`src/bpc_pkg.sv`:
```
// shared types, constants and codes for the box persistence confirmer
package bpc_pkg;

	localparam int BPC_COORD_BITS    = 10;
	localparam int BPC_MAX_BOXES     = 16;
	localparam int BPC_HISTORY_DEPTH = 8;

	localparam logic [3:0] HIST_LEN_RST = 4'd6;
	localparam logic [3:0] MIN_HITS_RST = 4'd3;
	localparam logic [7:0] IOU_NUM_RST  = 8'd3;
	localparam logic [7:0] IOU_DEN_RST  = 8'd10;

	typedef enum logic [1:0] {
		OP_BOX       = 2'd0,
		OP_FRAME_END = 2'd1,
		OP_CLEAR     = 2'd2
	} op_t;

	typedef enum logic [1:0] {
		CFG_HIST_LEN = 2'd0,
		CFG_MIN_HITS = 2'd1,
		CFG_IOU_NUM  = 2'd2,
		CFG_IOU_DEN  = 2'd3
	} cfg_idx_t;

	typedef enum logic [1:0] {
		ST_IDLE,
		ST_SCAN,
		ST_DRAIN,
		ST_FINISH
	} state_t;

	typedef struct packed {
		logic [BPC_COORD_BITS-1:0] x;
		logic [BPC_COORD_BITS-1:0] y;
		logic [BPC_COORD_BITS-1:0] w;
		logic [BPC_COORD_BITS-1:0] h;
	} box_t;

	typedef struct packed {
		logic [1:0]                op;
		logic [BPC_COORD_BITS-1:0] box_x;
		logic [BPC_COORD_BITS-1:0] box_y;
		logic [BPC_COORD_BITS-1:0] box_width;
		logic [BPC_COORD_BITS-1:0] box_height;
	} in_item_t;

	typedef struct packed {
		logic       confirmed;
		logic [3:0] hit_frames;
		logic       stored;
	} out_item_t;

	// tag that travels with each stored-box read through the compare pipe
	typedef struct packed {
		logic valid;
		logic last;
	} scan_tag_t;

	typedef struct packed {
		logic valid;
		logic last;
		logic hit;
	} match_t;

endpackage

```
`src/bpc_iou_pipe.sv`:
```
// pipelined exact iou threshold test of the current box against one stored box
module bpc_iou_pipe import bpc_pkg::*; (
	input  logic      clk,
	input  logic      arst_n,
	input  scan_tag_t tag,
	input  box_t      cur_box,
	input  box_t      past_box,
	input  logic [7:0] iou_num,
	input  logic [7:0] iou_den,
	output match_t    result,
	output logic      busy
);

	localparam int C = BPC_COORD_BITS;
	localparam int E = C + 1;
	localparam int A = 2 * C;
	localparam int P = 2 * C + 2;
	localparam int T = P + 8;

	scan_tag_t tag_s1, tag_s2, tag_s3, tag_s4, tag_s5;

	logic [E-1:0] dx_s2, dy_s2;
	logic [C-1:0] wb_s2, hb_s2;
	logic [P-1:0] inter_s3;
	logic [A-1:0] area_a_s3, area_b_s3;
	logic [P-1:0] inter_s4, uni_s4;
	logic [T-1:0] lhs_s5, rhs_s5;
	logic         zero_s5;

	logic [E-1:0] ax1, ax2, bx1, bx2, ay1, ay2, by1, by2;
	logic [E-1:0] lo_x, hi_x, lo_y, hi_y;

	always_comb begin
		ax1 = E'(cur_box.x);
		bx1 = E'(past_box.x);
		ay1 = E'(cur_box.y);
		by1 = E'(past_box.y);
		ax2 = E'(cur_box.x) + E'(cur_box.w);
		bx2 = E'(past_box.x) + E'(past_box.w);
		ay2 = E'(cur_box.y) + E'(cur_box.h);
		by2 = E'(past_box.y) + E'(past_box.h);
		lo_x = (ax1 > bx1) ? ax1 : bx1;
		hi_x = (ax2 < bx2) ? ax2 : bx2;
		lo_y = (ay1 > by1) ? ay1 : by1;
		hi_y = (ay2 < by2) ? ay2 : by2;
	end

	// valid and last tags
	always_ff @(posedge clk or negedge arst_n) begin
		if (!arst_n) begin
			tag_s1 <= '0;
			tag_s2 <= '0;
			tag_s3 <= '0;
			tag_s4 <= '0;
			tag_s5 <= '0;
		end else begin
			tag_s1 <= tag;
			tag_s2 <= tag_s1;
			tag_s3 <= tag_s2;
			tag_s4 <= tag_s3;
			tag_s5 <= tag_s4;
		end
	end

	// datapath, at most one multiply level per stage
	always_ff @(posedge clk) begin
		// overlap extent, zero when disjoint
		dx_s2 <= (hi_x > lo_x) ? (hi_x - lo_x) : '0;
		dy_s2 <= (hi_y > lo_y) ? (hi_y - lo_y) : '0;
		wb_s2 <= past_box.w;
		hb_s2 <= past_box.h;

		inter_s3  <= P'(dx_s2) * P'(dy_s2);
		area_a_s3 <= A'(cur_box.w) * A'(cur_box.h);
		area_b_s3 <= A'(wb_s2) * A'(hb_s2);

		inter_s4 <= inter_s3;
		uni_s4   <= P'(area_a_s3) + P'(area_b_s3) - inter_s3;

		lhs_s5  <= T'(inter_s4) * T'(iou_den);
		rhs_s5  <= T'(iou_num) * T'(uni_s4);
		zero_s5 <= (uni_s4 == '0);
	end

	assign result.valid = tag_s5.valid;
	assign result.last  = tag_s5.last;
	assign result.hit   = tag_s5.valid && !zero_s5 && (lhs_s5 > rhs_s5);

	assign busy = tag_s1.valid | tag_s2.valid | tag_s3.valid | tag_s4.valid | tag_s5.valid;

endmodule

```
`config.mk`:
```
export PLATFORM = sky130hd
export DESIGN_NAME = bpc_iou_pipe
export DESIGN_NICKNAME = d
export VERILOG_FILES = /design/src/bpc_pkg.sv /design/src/bpc_iou_pipe.sv
export SDC_FILE = /design/constraint.sdc
export NUM_CORES = 2
export LEC_CHECK = 0
export BUFFER_PORTS_ARGS = -buffer_cell sky130_fd_sc_hd__buf_2
export CAP_MARGIN = 40
export CORE_MARGIN = 2
export CORE_UTILIZATION = 55
export CTS_BUF_LIST = sky130_fd_sc_hd__clkbuf_2
export DETAILED_ROUTE_END_ITERATION = 10
export GPL_ROUTABILITY_DRIVEN = 0
export PLACE_DENSITY_LB_ADDON = 0.2
export SKIP_LAST_GASP = 1
export SYNTH_ARGS = -nofsm -noshare
export SYNTH_HDL_FRONTEND = slang
export SYNTH_SLANG_ARGS = --single-unit
export TNS_END_PERCENT = 100
```
`constraint.sdc`:
```
create_clock -name clk -period 5.9 [get_ports clk]
set_clock_uncertainty 0.15 [all_clocks]
set_input_delay 0.295 -clock clk [delete_from_list [all_inputs] [get_ports clk]]
set_output_delay 0.295 -clock clk [all_outputs]
set_load 0.01 [all_outputs]
```
After elaboration in Yosys (flattened, before gate mapping). Cells that the tools add are included.

Flip-flop bits (word level): 219. Output and inout port bits: 4. Word-level logic and storage cells: 54.

Add/subtract/negate cells: 8. $mul: 5. Order comparisons: 7. Multiplexer cells: 4. Bitwise operators: 4. Reductions and logical operators: 4.

Operators with widths (count): adder 10 x 10 -> 11 bit (4); multiplier 10 x 10 -> 20 bit (2); greater-than comparator 30 bit (1); multiplier 22 x 8 -> 30 bit (1); multiplier 8 x 22 -> 30 bit (1); greater-than comparator 11 x 10 -> 1 bit (2); logical NOT 22 bit (1); < comparator 11 bit (2); multiplier 11 x 11 -> 22 bit (1); two-way mux 11 bit (2); subtractor 11 x 10 -> 11 bit (2); subtractor 21 x 22 -> 22 bit (1); adder 20 x 20 -> 21 bit (1); greater-than comparator 10 bit (2); two-way mux 10 bit (2); OR 1 bit (4); logical AND 1 bit (2); logical NOT 1 bit (1).

Depth between registers and ports, before layout.
Depth in word-level cells: 4. Depth in mapped cells: 26.

Worst setup path before layout. No wires, ideal clock.

Path type: input-to-reg. From: in past_box[10] (netlist name). To: reg dx_s2[3]. Setup time: 116 ps. Data arrival time: 5701 ps. Slack: -67 ps. Stages on the path: 24. Cells stage by stage: ha_1 -> fa_1 -> a21o_1 -> a2111oi_0 -> o21bai_1 -> a21oi_1 -> xor2_1 -> ha_1 -> a21o_1 -> a31o_2 -> maj3_2 -> a21oi_2 -> nor2_1 -> a21o_1 -> ha_1 -> nor2b_1 -> o21a_1 -> o21ai_0 -> a21oi_1 -> o311a_1 -> o21a_1 -> o22ai_2 -> o21ai_0 -> and3_1.

Word-level cells in the longest chain between the ends: 4. Elaborated cells between the ends (all ways): 5.

Ends and longest elaborated chain: start: declaration (line bpc_iou_pipe.sv:7) `input box_t past_box,`; adder 10 x 10 -> 11 bit (*) (line bpc_iou_pipe.sv:39) `bx2 = E'(past_box.x) + E'(past_box.w);`; < comparator 11 bit (line bpc_iou_pipe.sv:43) `hi_x = (ax2 < bx2) ? ax2 : bx2;`; two-way mux 11 bit (*) (line bpc_iou_pipe.sv:43); subtractor 11 x 10 -> 11 bit or greater-than comparator 11 x 10 -> 1 bit (tied branches) (line bpc_iou_pipe.sv:68) `dx_s2 <= (hi_x > lo_x) ? (hi_x - lo_x) : '0;`; end signal: assignment (line bpc_iou_pipe.sv:68); end: declaration (line bpc_iou_pipe.sv:22) `logic [E-1:0] dx_s2, dy_s2;`.

Mark *: on every way between the ends. The rest lies on a longest branch, timed or not. A chain may end at the register's enable or synchronous reset.

Worst setup path in the final report.
From: in cur_box[10] (netlist name). To: reg dx_s2[6].

Word-level cells in the longest chain between the ends: 4. Elaborated cells between the ends (all ways): 5.

Ends and longest elaborated chain: start: declaration (line bpc_iou_pipe.sv:6) `input box_t cur_box,`; adder 10 x 10 -> 11 bit (*) (line bpc_iou_pipe.sv:38) `ax2 = E'(cur_box.x) + E'(cur_box.w);`; < comparator 11 bit (line bpc_iou_pipe.sv:43); two-way mux 11 bit (*) (line bpc_iou_pipe.sv:43); subtractor 11 x 10 -> 11 bit or greater-than comparator 11 x 10 -> 1 bit (tied branches) (line bpc_iou_pipe.sv:68).

Marked as above.

==> flow_metrics.env <==
export IMPL_place_area_um2=33300
export IMPL_drv_cap=0
export IMPL_synth_edf_count=0
export IMPL_synthSimpleGateAreaFrac_pct=16.9
export IMPL_grt_max_degree=23
export IMPL_antenna_found_initial=2
export IMPL_max_stage_delay_ps=570
export IMPL_wl_per_cell_um=16.3
export IMPL_grt_pass1_vias=25812
export IMPL_min_path_type="in -> reg"
export IMPL_gr_usage_met3_pct=2.89
export IMPL_synth_async_reset_ratio_pct=4.57
export IMPL_ant_nets=0
export IMPL_worst_path_max_fanout=4
export IMPL_drc_errors=0
export IMPL_grtUsageMet2_pct=47.7
export IMPL_worstReg2RegEnd="inter_s3[21]"
export IMPL_die_h_um=245
export IMPL_syn_inst=3538
export IMPL_routed_wirelength_mm=74.3
export IMPL_fin_area_um2=34900
export IMPL_cts_setup_buffers=0
export IMPL_path_delay_family="adder cells"
export IMPL_grt_busiest_layer="met2"
export IMPL_ys_ff_latch=219
export IMPL_portBuffers=103
export IMPL_die_width_um=245
export IMPL_status="complete, no violations"
export IMPL_clockBufferDepth=3
export IMPL_worst_setup_path_type="in -> reg"
export IMPL_pin_count=104
export IMPL_grt_total_usage_pct=26.2
export IMPL_synth_xor_area_share_pct=4.12
export IMPL_htree_levels=2
export IMPL_holdCritStartpoint="past_box[23]"
export IMPL_die_area_um2=59900
export IMPL_required_ps=6630
export IMPL_fin_nets=4733
export IMPL_synth_compound_area_share_pct=9.24
export IMPL_r2r_start="dx_s2[6]"
export IMPL_path_buf_inv=5
export IMPL_drt_vias_per_instance=5.29
export IMPL_dr_pass1_iters=7
export IMPL_drtIter0Drc=964
export IMPL_critPathArrivalTime_ps=6440
export IMPL_num_rows=88
export IMPL_holdPathStages=5
export IMPL_final_cell_mix="inv_1, fa_1, ha_1"
export IMPL_vias=24068
export IMPL_finalMaxSlewViolations=0
export IMPL_start_kind="input pin"
export IMPL_overflow=0
export IMPL_grt_pass1_wl_mm=127
export IMPL_core_area_um2=57500
export IMPL_layout_drive_gt1_share_pct=7.53
export IMPL_hold_end="dy_s2[3]"
export IMPL_synth_warning_count=0
export IMPL_ys_types=76
export IMPL_synthMuxAreaShare_pct=0.919
export IMPL_max_slew_margin_rel_pct=52.7
export IMPL_worstMarginPinSlew_ps=705
export IMPL_setup_viol=0
export IMPL_cts_sinks=219
export IMPL_syn_nets=4528
export IMPL_grt_use_met1_pct=32.0
export IMPL_cp_depth=29
export IMPL_final_common_cell="inv_1"
export IMPL_initial_core_util_pct=55.4
export IMPL_clkTransAtPathRegs_ps=90
export IMPL_hold_viol=0
export IMPL_synth_top_flop_cell="dfxtp_1"
export IMPL_synth_avg_cell_area_um2=9.01
export IMPL_hpwl_mm=61.2
export IMPL_synth_top_family_by_area="adder cells"
export IMPL_netlist_area_um2=31900
export IMPL_r2r_cells=18
export IMPL_synth_fa_ha_area_share_pct=46.1
export IMPL_fmax_ghz=0.175
export IMPL_nFillCells=5119
export IMPL_critPathCaptureType="register"
export IMPL_cts_tree="built"
export IMPL_yosysSeqAreaShare_pct=13.9
export IMPL_min_period_over_period_pct=96.7
export IMPL_cts_buffers=55
export IMPL_slowest_stage="dlygate4sd3_1"
export IMPL_area_growth_syn_to_layout_pct=9.70
export IMPL_clock_latency_ps=990
export IMPL_final_min_clock_period_ps=5710
export IMPL_rrSetupSlack_ps=360
export IMPL_clockRootBuffer="clkbuf_2"
==> worst min-delay path: stages <==
cell	delay, ps
buf_2	120
mux2i_1	140
ha_1	370
o21ai_2	90
and3_1	150
==> sequential cells by signal (all words and copies together) (netlist names) <==
| register | count |
|---|---|
| area_a_s3 | 20 |
| area_b_s3 | 20 |
| dx_s2 | 11 |
| dy_s2 | 11 |
| hb_s2 | 10 |
| inter_s3 | 22 |
| inter_s4 | 22 |
| lhs_s5 | 30 |
| result | 2 |
| rhs_s5 | 30 |
| tag_s1 | 2 |
| tag_s2 | 2 |
| tag_s3 | 2 |
| tag_s4 | 2 |
| uni_s4 | 22 |
| wb_s2 | 10 |
| zero_s5 | 1 |
==> metal layers <==
| layer | wire, um | share of wire (%) |
|---|---|---|
| met1 | 31700 | 43 |
| met2 | 37400 | 50 |
| met3 | 2770 | 3.7 |
| met4 | 2520 | 3.4 |
| met5 | 0 | 0 |
==> timing repair <==
| action | in CTS | in global routing |
|---|---|---|
| gates resized for setup | 0 | 10 |
| hold endpoints to repair | 64 | 0 |
| hold buffers | 104 | 0 |
| setup endpoints to repair | 0 | 19 |
==> metrics by stage <==
stage	util (%)	hold WS, ps	worst slack [ps]	setup TNS, ps	cells
5_1_grt	60.8	44.8	-0.266	-0.266	4551
6_report	60.8	97.0	192	0	4551
3_5_place_dp	57.9	9.54	-114	-994	4347
2_1_floorplan	-	-151	22.9	0	3538
4_1_cts	60.7	6.50	58.7	0	4549
3_3_place_gp	57.9	5.41	-8.11	-9.91	4347
==> cell usage after synthesis, drive strengths merged, types with 5 or more instances <==
cell type / count / area share (%)
a2111oi: 6 / 0.18
a211o: 5 / 0.14
a211oi: 23 / 0.59
a21boi: 9 / 0.21
a21o: 64 / 1.5
a21oi: 139 / 2.2
a31oi: 8 / 0.16
a41o: 5 / 0.16
and2: 373 / 7.3
and3: 21 / 0.43
buf: 6 / 0.11
clkbuf: 101 / 1.2
dfrtp: 10 / 0.79
dfxtp: 209 / 13
fa: 470 / 30
ha: 420 / 16
inv: 635 / 7.5
mux2i: 27 / 0.85
nand2: 386 / 4.5
nand2b: 21 / 0.41
nand3: 27 / 0.42
nand4: 20 / 0.39
nor2: 88 / 1.0
nor2b: 34 / 0.67
nor3: 31 / 0.49
nor4: 10 / 0.20
o211ai: 5 / 0.12
o21a: 29 / 0.68
o21ai: 92 / 1.4
o21bai: 16 / 0.38
o311a: 5 / 0.16
o31a: 5 / 0.14
o31ai: 8 / 0.19
or2: 14 / 0.27
or3: 17 / 0.33
xnor2: 105 / 2.9
xor2: 45 / 1.2
==> area by class of cell <==
class,count,area (um^2),area share [%]
Multi-Input combinational cell,2577,24700,70.6
Sequential cell,219,4430,12.7
Inverter,635,2380,6.82
Timing Repair Buffer,255,1920,5.48
Tap cell,765,957,2.74
Clock buffer,83,415,1.19
Clock inverter,15,148,0.422
Antenna cell,2,5.00,0.0143
==> worst max-delay path by stage <==
stage / from / to / slack [ps]
floorplan: cur_box[10] / dx_s2[3] / 20
global placement: cur_box[10] / dx_s2[3] / -8
detailed placement: cur_box[0] / dy_s2[3] / -110
CTS: cur_box[0] / dy_s2[9] / 60
global route: cur_box[0] / dy_s2[9] / -0.3
finish: cur_box[10] / dx_s2[6] / 190
==> cell families (layout without fill, tap and decap cells) <==
family | after synthesis | after routing
simple gates | 1056 | 1056
fa+ha+maj | 892 | 892
buf+inv | 742 | 988
compound gates | 450 | 450
flops | 219 | 219
xor+xnor | 150 | 150
mux | 29 | 29
other cells | 0 | 2
Power is left out: the tool's default activity adds up to more than one toggle a clock period on the data nets, which glitch-free logic cannot reach.
